==> config.mk <==
export PLATFORM = sky130hd
export DESIGN_NAME = timed_sampler_with_sine_test_source_flat
export DESIGN_NICKNAME = d
export VERILOG_FILES = /design/src/rtl/ts_pkg.sv /design/src/rtl/ts_stream_if.sv /design/src/rtl/ts_sine_source.sv /design/src/rtl/ts_sampler_core.sv /design/src/rtl/timed_sampler_with_sine_test_source.sv /design/src/flat_wrapper.sv
export SDC_FILE = /design/constraint.sdc
export NUM_CORES = 1
export LEC_CHECK = 0
export BUFFER_PORTS_ARGS = -buffer_cell sky130_fd_sc_hd__clkbuf_2
export CORE_UTILIZATION = 48
export CTS_CLUSTER_DIAMETER = 30
export DETAILED_ROUTE_END_ITERATION = 7
export GPL_ROUTABILITY_DRIVEN = 0
export PLACE_DENSITY = 0.67
export SYNTH_ARGS = -nofsm -noshare
export SYNTH_HDL_FRONTEND = slang
export SYNTH_SLANG_ARGS = --single-unit
==> constraint.sdc <==
create_clock -name clock -period 7.5 [get_ports clock]
set_input_delay 1.125 -clock clock [delete_from_list [all_inputs] [get_ports clock]]
set_output_delay 1.125 -clock clock [all_outputs]
set_load 0.005 [all_outputs]
==> src/rtl/ts_pkg.sv <==
// Package: shared types, codes and sine table builder for the timed sampler.
`timescale 1ns / 1ps

package ts_pkg;

   // Command codes of an input transaction
   localparam logic [1:0] CMD_TICK  = 2'd0;
   localparam logic [1:0] CMD_DRAIN = 2'd1;
   localparam logic [1:0] CMD_START = 2'd2;

   // Sample sources
   localparam logic [1:0] SRC_ADC  = 2'd0;
   localparam logic [1:0] SRC_SINE = 2'd1;
   localparam logic [1:0] SRC_TIME = 2'd2;

   // Configuration register indexes
   localparam logic [1:0] CSR_SOURCE_SELECT = 2'd0;
   localparam logic [1:0] CSR_TICK_DIVIDE   = 2'd1;
   localparam logic [1:0] CSR_PHASE_STEP    = 2'd2;

   localparam int CSR_INDEX_BITS = 2;
   localparam int CSR_DATA_BITS  = 24;

   // Configuration reset values
   localparam logic [1:0]  SOURCE_RESET     = SRC_ADC;
   localparam logic [16:0] TICK_DIV_RESET   = 17'd1;
   localparam logic [23:0] PHASE_STEP_RESET = 24'd16777;

   // Sine output: 512 +/- amplitude, spans 0..1024
   localparam int SINE_BITS = 11;
   localparam int AMP_BITS  = 10;
   localparam logic [SINE_BITS-1:0] SINE_MID = 11'd512;

   // Q30 fixed point constants for the table builder
   localparam logic [63:0] HALF_PI_Q30 = 64'd1686629713;

   typedef struct packed {
      logic [1:0]  command;
      logic [9:0]  adc_sample;
      logic [31:0] time_us;
      logic        run_continuous;
      logic [15:0] run_length;
   } req_payload_type;

   typedef struct packed {
      logic [31:0] stamp_us;
      logic [31:0] reading;
      logic        missed;
      logic        run_done;
   } rsp_payload_type;

   // Control from the sampler core to the sine source
   typedef struct packed {
      logic clear;
      logic advance;
   } sine_ctl_type;

   // round(512 * sin(pi/2 * j / 2^qlog2)) by a Q30 Taylor series to the x^17 term
   function automatic logic [AMP_BITS-1:0] sine_amp(input int unsigned j,
                                                    input int unsigned qlog2);
      logic [63:0] x;
      logic [63:0] x2;
      logic [63:0] term;
      logic [63:0] sum;
      logic [63:0] prod;
      logic [63:0] rounded;
      x = (HALF_PI_Q30 * 64'(j)) >> qlog2;
      x2 = (x * x) >> 30;
      term = x;
      sum = x;
      for (int n = 1; n <= 8; n++) begin
         prod = (term * x2) >> 30;
         case (n)
            1:       term = prod / 64'd6;
            2:       term = prod / 64'd20;
            3:       term = prod / 64'd42;
            4:       term = prod / 64'd72;
            5:       term = prod / 64'd110;
            6:       term = prod / 64'd156;
            7:       term = prod / 64'd210;
            default: term = prod / 64'd272;
         endcase
         if ((n % 2) == 1) begin
            sum = (sum >= term) ? sum - term : 64'd0;
         end else begin
            sum = sum + term;
         end
      end
      rounded = (sum + (64'd1 << 20)) >> 21;
      return rounded[AMP_BITS-1:0];
   endfunction

endpackage

==> src/rtl/ts_stream_if.sv <==
// Interface: valid/ready channel carrying one payload per transaction.
`timescale 1ns / 1ps

interface ts_stream_if #(
   parameter type payload_type = logic
);
   logic        valid;
   logic        ready;
   payload_type payload;

   modport source (output valid, output payload, input ready);
   modport sink (input valid, input payload, output ready);
endinterface

==> src/rtl/ts_sine_source.sv <==
// Sine test source: phase accumulator and quarter-wave sine lookup.
`timescale 1ns / 1ps

module ts_sine_source
   import ts_pkg::*;
#(
   parameter int PHASE_BITS = 24,
   parameter int TABLE_BITS = 10
) (
   input  logic                 clock,
   input  logic                 reset,
   input  sine_ctl_type         ctl,
   input  logic [23:0]          phase_step,
   output logic [SINE_BITS-1:0] value_next
);

   localparam int QBITS   = TABLE_BITS - 2;
   localparam int QUARTER = 1 << QBITS;
   localparam logic [AMP_BITS-1:0] AMP_FULL = sine_amp(QUARTER, QBITS);

   logic [PHASE_BITS-1:0] phase_ff;
   logic [PHASE_BITS-1:0] phase_in;
   logic [PHASE_BITS-1:0] phase_sum;
   logic [TABLE_BITS-1:0] index;
   logic [1:0]            quad;
   logic [QBITS-1:0]      j;
   logic [QBITS-1:0]      rom_addr;
   logic [AMP_BITS-1:0]   amp;
   logic [AMP_BITS-1:0]   amp_rom [QUARTER];

   // Build the quarter-wave amplitude table at elaboration
   for (genvar k = 0; k < QUARTER; k++) begin : g_rom
      localparam logic [AMP_BITS-1:0] AMP_K = sine_amp(k, QBITS);
      assign amp_rom[k] = AMP_K;
   end

   // Advance the phase first, then look up the new phase
   assign phase_sum = phase_ff + PHASE_BITS'(phase_step);
   assign index     = phase_sum[PHASE_BITS-1 -: TABLE_BITS];
   assign quad      = index[TABLE_BITS-1 -: 2];
   assign j         = index[QBITS-1:0];
   assign rom_addr  = quad[0] ? QBITS'(~j + 1'b1) : j;

   // Mirror odd quadrants; the peak sits just past the end of the table
   always_comb begin
      if (quad[0] && (j == '0)) begin
         amp = AMP_FULL;
      end else begin
         amp = amp_rom[rom_addr];
      end
      if (quad[1]) begin
         value_next = SINE_MID - SINE_BITS'(amp);
      end else begin
         value_next = SINE_MID + SINE_BITS'(amp);
      end
   end

   // Clear on a step write, advance on a sine sample
   always_comb begin
      phase_in = phase_ff;
      if (ctl.clear) begin
         phase_in = '0;
      end else if (ctl.advance) begin
         phase_in = phase_sum;
      end
   end

   always_ff @(posedge clock) begin
      if (reset) begin
         phase_ff <= '0;
      end else begin
         phase_ff <= phase_in;
      end
   end

endmodule

==> src/rtl/ts_sampler_core.sv <==
// Sampler core: prescaler, run control, held sample and configuration registers.
`timescale 1ns / 1ps

module ts_sampler_core
   import ts_pkg::*;
(
   input  logic                      clock,
   input  logic                      reset,
   input  logic                      item_valid,
   input  req_payload_type           item,
   input  logic                      fire,
   input  logic                      csr_write_enable,
   input  logic [CSR_INDEX_BITS-1:0] csr_index,
   input  logic [CSR_DATA_BITS-1:0]  csr_write_data,
   input  logic [SINE_BITS-1:0]      sine_value,
   output logic                      emit,
   output rsp_payload_type           result,
   output sine_ctl_type              sine_ctl,
   output logic [23:0]               phase_step
);

   logic [1:0]  source_ff,   source_in;
   logic [16:0] tick_div_ff, tick_div_in;
   logic [23:0] step_ff,     step_in;
   logic [16:0] tick_count_ff, tick_count_in;
   logic        pending_ff,    pending_in;
   logic        missed_ff,     missed_in;
   logic        continuous_ff, continuous_in;
   logic [15:0] remaining_ff,  remaining_in;
   logic [31:0] held_time_ff,  held_time_in;
   logic [31:0] held_value_ff, held_value_in;

   logic [16:0] div;
   logic [16:0] count_inc;
   logic        tick_due;
   logic        run_active;
   logic        take;

   // Prescaler compare; a zero divider acts as one
   assign div        = (tick_div_ff == '0) ? 17'd1 : tick_div_ff;
   assign count_inc  = tick_count_ff + 17'd1;
   assign tick_due   = count_inc >= div;
   assign run_active = continuous_ff || (remaining_ff != '0);
   assign take       = (item.command == CMD_TICK) && tick_due && run_active;

   // Result for a drain of a pending sample
   assign emit = item_valid && (item.command == CMD_DRAIN) && pending_ff;
   assign result.stamp_us = held_time_ff;
   assign result.reading  = held_value_ff;
   assign result.missed   = missed_ff;
   assign result.run_done = !continuous_ff && (remaining_ff == 16'd1);

   assign sine_ctl.clear   = csr_write_enable && (csr_index == CSR_PHASE_STEP);
   assign sine_ctl.advance = fire && take && (source_ff == SRC_SINE);
   assign phase_step       = step_ff;

   // Configuration writes
   always_comb begin
      source_in   = source_ff;
      tick_div_in = tick_div_ff;
      step_in     = step_ff;
      if (csr_write_enable) begin
         case (csr_index)
            CSR_SOURCE_SELECT: source_in   = csr_write_data[1:0];
            CSR_TICK_DIVIDE:   tick_div_in = csr_write_data[16:0];
            CSR_PHASE_STEP:    step_in     = csr_write_data;
            default:           ;
         endcase
      end
   end

   // Execute one transaction
   always_comb begin
      tick_count_in = tick_count_ff;
      pending_in    = pending_ff;
      missed_in     = missed_ff;
      continuous_in = continuous_ff;
      remaining_in  = remaining_ff;
      held_time_in  = held_time_ff;
      held_value_in = held_value_ff;
      if (fire) begin
         case (item.command)
            CMD_TICK: begin
               tick_count_in = tick_due ? count_inc - div : count_inc;
               if (take) begin
                  if (pending_ff) begin
                     missed_in = 1'b1;
                  end
                  pending_in   = 1'b1;
                  held_time_in = item.time_us;
                  case (source_ff)
                     SRC_ADC:  held_value_in = 32'(item.adc_sample);
                     SRC_SINE: held_value_in = 32'(sine_value);
                     SRC_TIME: held_value_in = item.time_us;
                     default:  ;
                  endcase
               end
            end
            CMD_DRAIN: begin
               if (pending_ff) begin
                  if (!continuous_ff && (remaining_ff != '0)) begin
                     remaining_in = remaining_ff - 16'd1;
                  end
                  pending_in = 1'b0;
                  missed_in  = 1'b0;
               end
            end
            CMD_START: begin
               continuous_in = item.run_continuous;
               remaining_in  = item.run_length;
               pending_in    = 1'b0;
               missed_in     = 1'b0;
            end
            default: ;
         endcase
      end
   end

   always_ff @(posedge clock) begin
      if (reset) begin
         source_ff     <= SOURCE_RESET;
         tick_div_ff   <= TICK_DIV_RESET;
         step_ff       <= PHASE_STEP_RESET;
         tick_count_ff <= '0;
         pending_ff    <= 1'b0;
         missed_ff     <= 1'b0;
         continuous_ff <= 1'b0;
         remaining_ff  <= '0;
         held_time_ff  <= '0;
         held_value_ff <= '0;
      end else begin
         source_ff     <= source_in;
         tick_div_ff   <= tick_div_in;
         step_ff       <= step_in;
         tick_count_ff <= tick_count_in;
         pending_ff    <= pending_in;
         missed_ff     <= missed_in;
         continuous_ff <= continuous_in;
         remaining_ff  <= remaining_in;
         held_time_ff  <= held_time_in;
         held_value_ff <= held_value_in;
      end
   end

endmodule

==> src/rtl/timed_sampler_with_sine_test_source.sv <==
// A drain's result is registered in the input register, then in the result register;
// a full result register can hold the drain in the input register between the two.
// Throughput: one transaction per cycle, as the core state is updated when each one
// advances; a full result register stalls only drains that carry a result.
// Synchronous active-high reset clears all but payload registers; restores defaults.
`timescale 1ns / 1ps

module timed_sampler_with_sine_test_source
   import ts_pkg::*;
#(
   parameter int PHASE_BITS = 24,
   parameter int TABLE_BITS = 10
) (
   input  logic                      clock,
   input  logic                      reset,
   ts_stream_if.sink                 req_chan,
   ts_stream_if.source               rsp_chan,
   input  logic                      csr_write_enable,
   input  logic [CSR_INDEX_BITS-1:0] csr_index,
   input  logic [CSR_DATA_BITS-1:0]  csr_write_data
);

   logic            in_valid_ff, in_valid_in;
   req_payload_type in_item_ff,  in_item_in;
   logic            rsp_valid_ff, rsp_valid_in;
   rsp_payload_type rsp_item_ff,  rsp_item_in;

   logic             emit;
   logic             fire;
   logic             out_free;
   rsp_payload_type  result;
   sine_ctl_type     sine_ctl;
   logic [23:0]      phase_step;
   logic [SINE_BITS-1:0] sine_value;

   // Advance the held transaction unless its result has nowhere to go
   assign out_free       = !rsp_valid_ff || rsp_chan.ready;
   assign fire           = in_valid_ff && (!emit || out_free);
   assign req_chan.ready = !in_valid_ff || fire;

   assign rsp_chan.valid   = rsp_valid_ff;
   assign rsp_chan.payload = rsp_item_ff;

   ts_sampler_core u_core (
      .clock            (clock),
      .reset            (reset),
      .item_valid       (in_valid_ff),
      .item             (in_item_ff),
      .fire             (fire),
      .csr_write_enable (csr_write_enable),
      .csr_index        (csr_index),
      .csr_write_data   (csr_write_data),
      .sine_value       (sine_value),
      .emit             (emit),
      .result           (result),
      .sine_ctl         (sine_ctl),
      .phase_step       (phase_step)
   );

   ts_sine_source #(
      .PHASE_BITS (PHASE_BITS),
      .TABLE_BITS (TABLE_BITS)
   ) u_sine (
      .clock      (clock),
      .reset      (reset),
      .ctl        (sine_ctl),
      .phase_step (phase_step),
      .value_next (sine_value)
   );

   // Input register: load a new transaction, drop the one that advanced
   always_comb begin
      in_valid_in = in_valid_ff;
      in_item_in  = in_item_ff;
      if (req_chan.valid && req_chan.ready) begin
         in_valid_in = 1'b1;
         in_item_in  = req_chan.payload;
      end else if (fire) begin
         in_valid_in = 1'b0;
      end
   end

   // Result register: hold until taken
   always_comb begin
      rsp_valid_in = rsp_valid_ff;
      rsp_item_in  = rsp_item_ff;
      if (fire && emit) begin
         rsp_valid_in = 1'b1;
         rsp_item_in  = result;
      end else if (rsp_chan.ready) begin
         rsp_valid_in = 1'b0;
      end
   end

   always_ff @(posedge clock) begin
      if (reset) begin
         in_valid_ff  <= 1'b0;
         rsp_valid_ff <= 1'b0;
      end else begin
         in_valid_ff  <= in_valid_in;
         rsp_valid_ff <= rsp_valid_in;
      end
   end

   always_ff @(posedge clock) begin
      in_item_ff  <= in_item_in;
      rsp_item_ff <= rsp_item_in;
   end

endmodule

==> src/flat_wrapper.sv <==
// flat-port wrapper written by rule: the top's interface ports become plain ports
module timed_sampler_with_sine_test_source_flat import ts_pkg::*;
#(
   parameter int PHASE_BITS = 24,
   parameter int TABLE_BITS = 10
)
  (clock, reset, csr_write_enable, csr_index, csr_write_data, req_chan_valid, req_chan_payload, req_chan_ready, rsp_chan_valid, rsp_chan_payload, rsp_chan_ready);
  ts_stream_if #(.payload_type(req_payload_type)) req_chan_i ();
  ts_stream_if #(.payload_type(rsp_payload_type)) rsp_chan_i ();
  input  logic clock;
  input  logic reset;
  input  logic csr_write_enable;
  input  logic [CSR_INDEX_BITS-1:0] csr_index;
  input  logic [CSR_DATA_BITS-1:0] csr_write_data;
  input wire logic [$bits(req_chan_i.valid)-1:0] req_chan_valid;
  input wire logic [$bits(req_chan_i.payload)-1:0] req_chan_payload;
  output wire logic [$bits(req_chan_i.ready)-1:0] req_chan_ready;
  output wire logic [$bits(rsp_chan_i.valid)-1:0] rsp_chan_valid;
  output wire logic [$bits(rsp_chan_i.payload)-1:0] rsp_chan_payload;
  input wire logic [$bits(rsp_chan_i.ready)-1:0] rsp_chan_ready;
  assign req_chan_i.valid = req_chan_valid;
  assign req_chan_i.payload = req_chan_payload;
  assign req_chan_ready = req_chan_i.ready;
  assign rsp_chan_valid = rsp_chan_i.valid;
  assign rsp_chan_payload = rsp_chan_i.payload;
  assign rsp_chan_i.ready = rsp_chan_ready;
  timed_sampler_with_sine_test_source #(.PHASE_BITS(PHASE_BITS), .TABLE_BITS(TABLE_BITS)) u_core (.clock(clock), .reset(reset), .req_chan(req_chan_i), .rsp_chan(rsp_chan_i), .csr_write_enable(csr_write_enable), .csr_index(csr_index), .csr_write_data(csr_write_data));
endmodule
==> impl_metrics.json <==
{
  "status": "completed",
  "skew_ps": 36.3,
  "crit_arrival_ps": 7410,
  "die-width_microns": 190,
  "leakagePower_nw": 7.74,
  "ys.flop_type": "dfxtp_1",
  "cts_max_path_buffers": 3,
  "drv_cap": 0,
  "crit_path_end_kind": "register",
  "power_mw": 5.04,
  "relSlewSlack_pct": 18.1,
  "worst_ir_drop_vdd_mv": 0.218,
  "die-height_microns": 190,
  "grt_usage_pct": 26.9,
  "pre_cts_ws_ps": 870,
  "cp-start-kind": "register",
  "critPathMaxFanout": 24,
  "yosysWarningCount": 0,
  "power.density_nw_per_um2": 252,
  "ant_nets": 0,
  "io_pins": 160,
  "final_common_cell": "nand2_1",
  "synth_area_sq_um": 17000,
  "synthCells": 1898,
  "ys_types": 96,
  "layout_common_cells": "nand2_1 (202), nor2_1 (171), dfxtp_1 (169), clkbuf_2 (158), a21oi_1 (154)",
  "vias": 15800,
  "via_per_inst": 6.24,
  "dieArea_sq_um": 36100,
  "initial_core_util_pct": 49.0,
  "grt_max_degree": 87,
  "cts_tree": "done",
  "utilization_pct": 57.8,
  "fin_hold_ws_ps": 409,
  "ys_seq_elements": 296,
  "cts_resized": 0,
  "cts_root_buf": "clkbuf_16",
  "core_area_sq_um": 34600,
  "drive_above_1_share_pct": 16.8,
  "hold_violations": 0,
  "numCtsBuffers": 58,
  "post-dp-hpwl_microns": 33400,
  "timing.final.crit_share_pct": 92.1,
  "fillers": 3018,
  "grt_pass1_wl_microns": 77800,
  "drc": 0,
  "drt-total-wl_microns": 49500,
  "clk-insertion-delay-late_ps": 600,
  "ctsHoldBuffers": 0,
  "synth-edff-count": 127,
  "slew_viol_final": 0,
  "fmax_mhz": 145,
  "synthArstFlopShare_pct": 0,
  "setup_viol": 0,
  "drtIter0Drc": 1337,
  "rsz0062_at_grt": "false",
  "crit_type": "register to register",
  "tightest_slew_ps": 1230,
  "gr-total-overflow": 0,
  "h-tree-depth": 2,
  "cts_setup_buffers": 0,
  "worstPathRequired_ps": 8000,
  "synth_nets": 2055,
  "synth_area_per_cell_sq_um": 8.94,
  "grt_pass1_vias": 14700,
  "cts_sinks": 296,
  "antenna_found_initial": 3,
  "synthToLayoutAreaGrowth_pct": 18.0,
  "nets": 2182,
  "post_drt_wl_per_cell_microns": 19.6,
  "hold_class": "register to register",
  "rows": 68,
  "ys_seq_area_share_pct": 42.4,
  "fin_ws_ps": 596,
  "clk_pin_slew_worst_paths_ps": 50,
  "dr.pass1.iters": 6,
  "numPortBuffers": 159,
  "setup_tns_ps": 0,
  "period_minus_slack_ps": 6900
}
## registers in the layout (all words and copies together), names as in the netlist
signal                       count
u_core.rsp_chan.valid            1
u_core.u_core.remaining_ff      16
u_core.u_core.missed_ff          1
u_core.u_core.phase_step        24
u_core.u_sine.phase_ff          24
u_core.u_core.source_ff          2
u_core.rsp_chan.payload         66
u_core.in_valid_ff               1
u_core.u_core.tick_count_ff     17
u_core.u_core.continuous_ff      1
u_core.u_core.pending_ff         1
u_core.u_core.held_time_ff      32
u_core.u_core.held_value_ff     32
u_core.u_core.tick_div_ff       17
u_core.in_item_ff               61
## Yosys cell counts (all sizes together) (38+ instances only)
cell,instances,area share [%]
a211oi,38,1.8
edfxtp,127,22
ha,63,4.6
nor3,52,1.7
mux2i,62,3.7
buf,39,1.3
nand3,87,2.7
a21oi,159,4.8
dfxtp,169,20
nor2,174,3.9
nand2,202,4.5
inv,58,1.3
o21ai,102,3.1
clkbuf,85,1.9
xnor2,39,2.0
## report_power, final
part / internal, mW / switching (mW)
clock: 1.62 / 0.879
combinational: 0.262 / 0.515
sequential: 1.73 / 0.0312
total: 3.62 / 1.42
## critical path, cell delays in order (launching register included)
cell and delay (ps):
dfxtp_1 310, ha_1 370, a21oi_1 390, o211ai_1 210, a211oi_1 390, o211ai_2 280, inv_2 170, ha_1 340
clkinv_1 310, a31oi_1 290, o211a_1 280, nor3_2 110, nor2_2 880, o22ai_1 230, o311a_1 340, nor4_1 770
inv_1 100, ha_1 300, nand4_1 120, mux2i_1 90, a2111o_1 420, a21oi_1 120
## kinds of logic after synthesis
| kind of cell | share of synthesized area [%] |
|---|---|
| buffers and inverters | 4.51 |
| flip-flops | 42.4 |
| multiplexers | 3.86 |
| AO/OA/AOI/OAI | 22.7 |
| XOR/XNOR | 2.74 |
| AND/OR/NAND/NOR | 18.9 |
| adder cells (fa/ha/maj) | 4.88 |
## metrics by stage
step	instances	cell area, sq um
finish	2528	20000
global route	2527	20000
CTS	2527	20000
detailed placement	2420	18100
global placement	2420	18100
floorplan	1898	17000
## path summary, 6_finish.rpt
path                                                      from  slack (ps)                        endpoint  cells after the start
worst max-delay path              u_core.u_core.phase_step[10]         600  u_core.u_core.held_value_ff[4]                     21
worst min-delay path            u_core.u_core.held_time_ff[26]         410     u_core.rsp_chan.payload[60]                      0
worst max register to register    u_core.u_core.phase_step[10]         600  u_core.u_core.held_value_ff[4]                     21
worst min register to register  u_core.u_core.held_time_ff[26]         410     u_core.rsp_chan.payload[60]                      0
## final cells by class
type,count,area (sq um),share of cell area [%]
Inverter,61,229,1.14
Timing Repair Buffer,191,1040,5.19
Tap cell,455,569,2.85
Clock buffer,72,1560,7.77
Clock inverter,35,369,1.85
Antenna cell,1,2.50,0.0125
Sequential cell,296,7200,36.0
Multi-Input combinational cell,1417,9040,45.2
## layer usage
metal / up-vias / track usage [%] / wire (microns)
li1: 7350 / - / -
met1: 7438 / 35.4 / 20800
met2: 808 / 41.8 / 22400
met3: 170 / 5.55 / 4130
met4: 4 / 13.4 / 2200
met5: - / 0 / 28
Note: power is estimated with default switching activity, not from simulation.
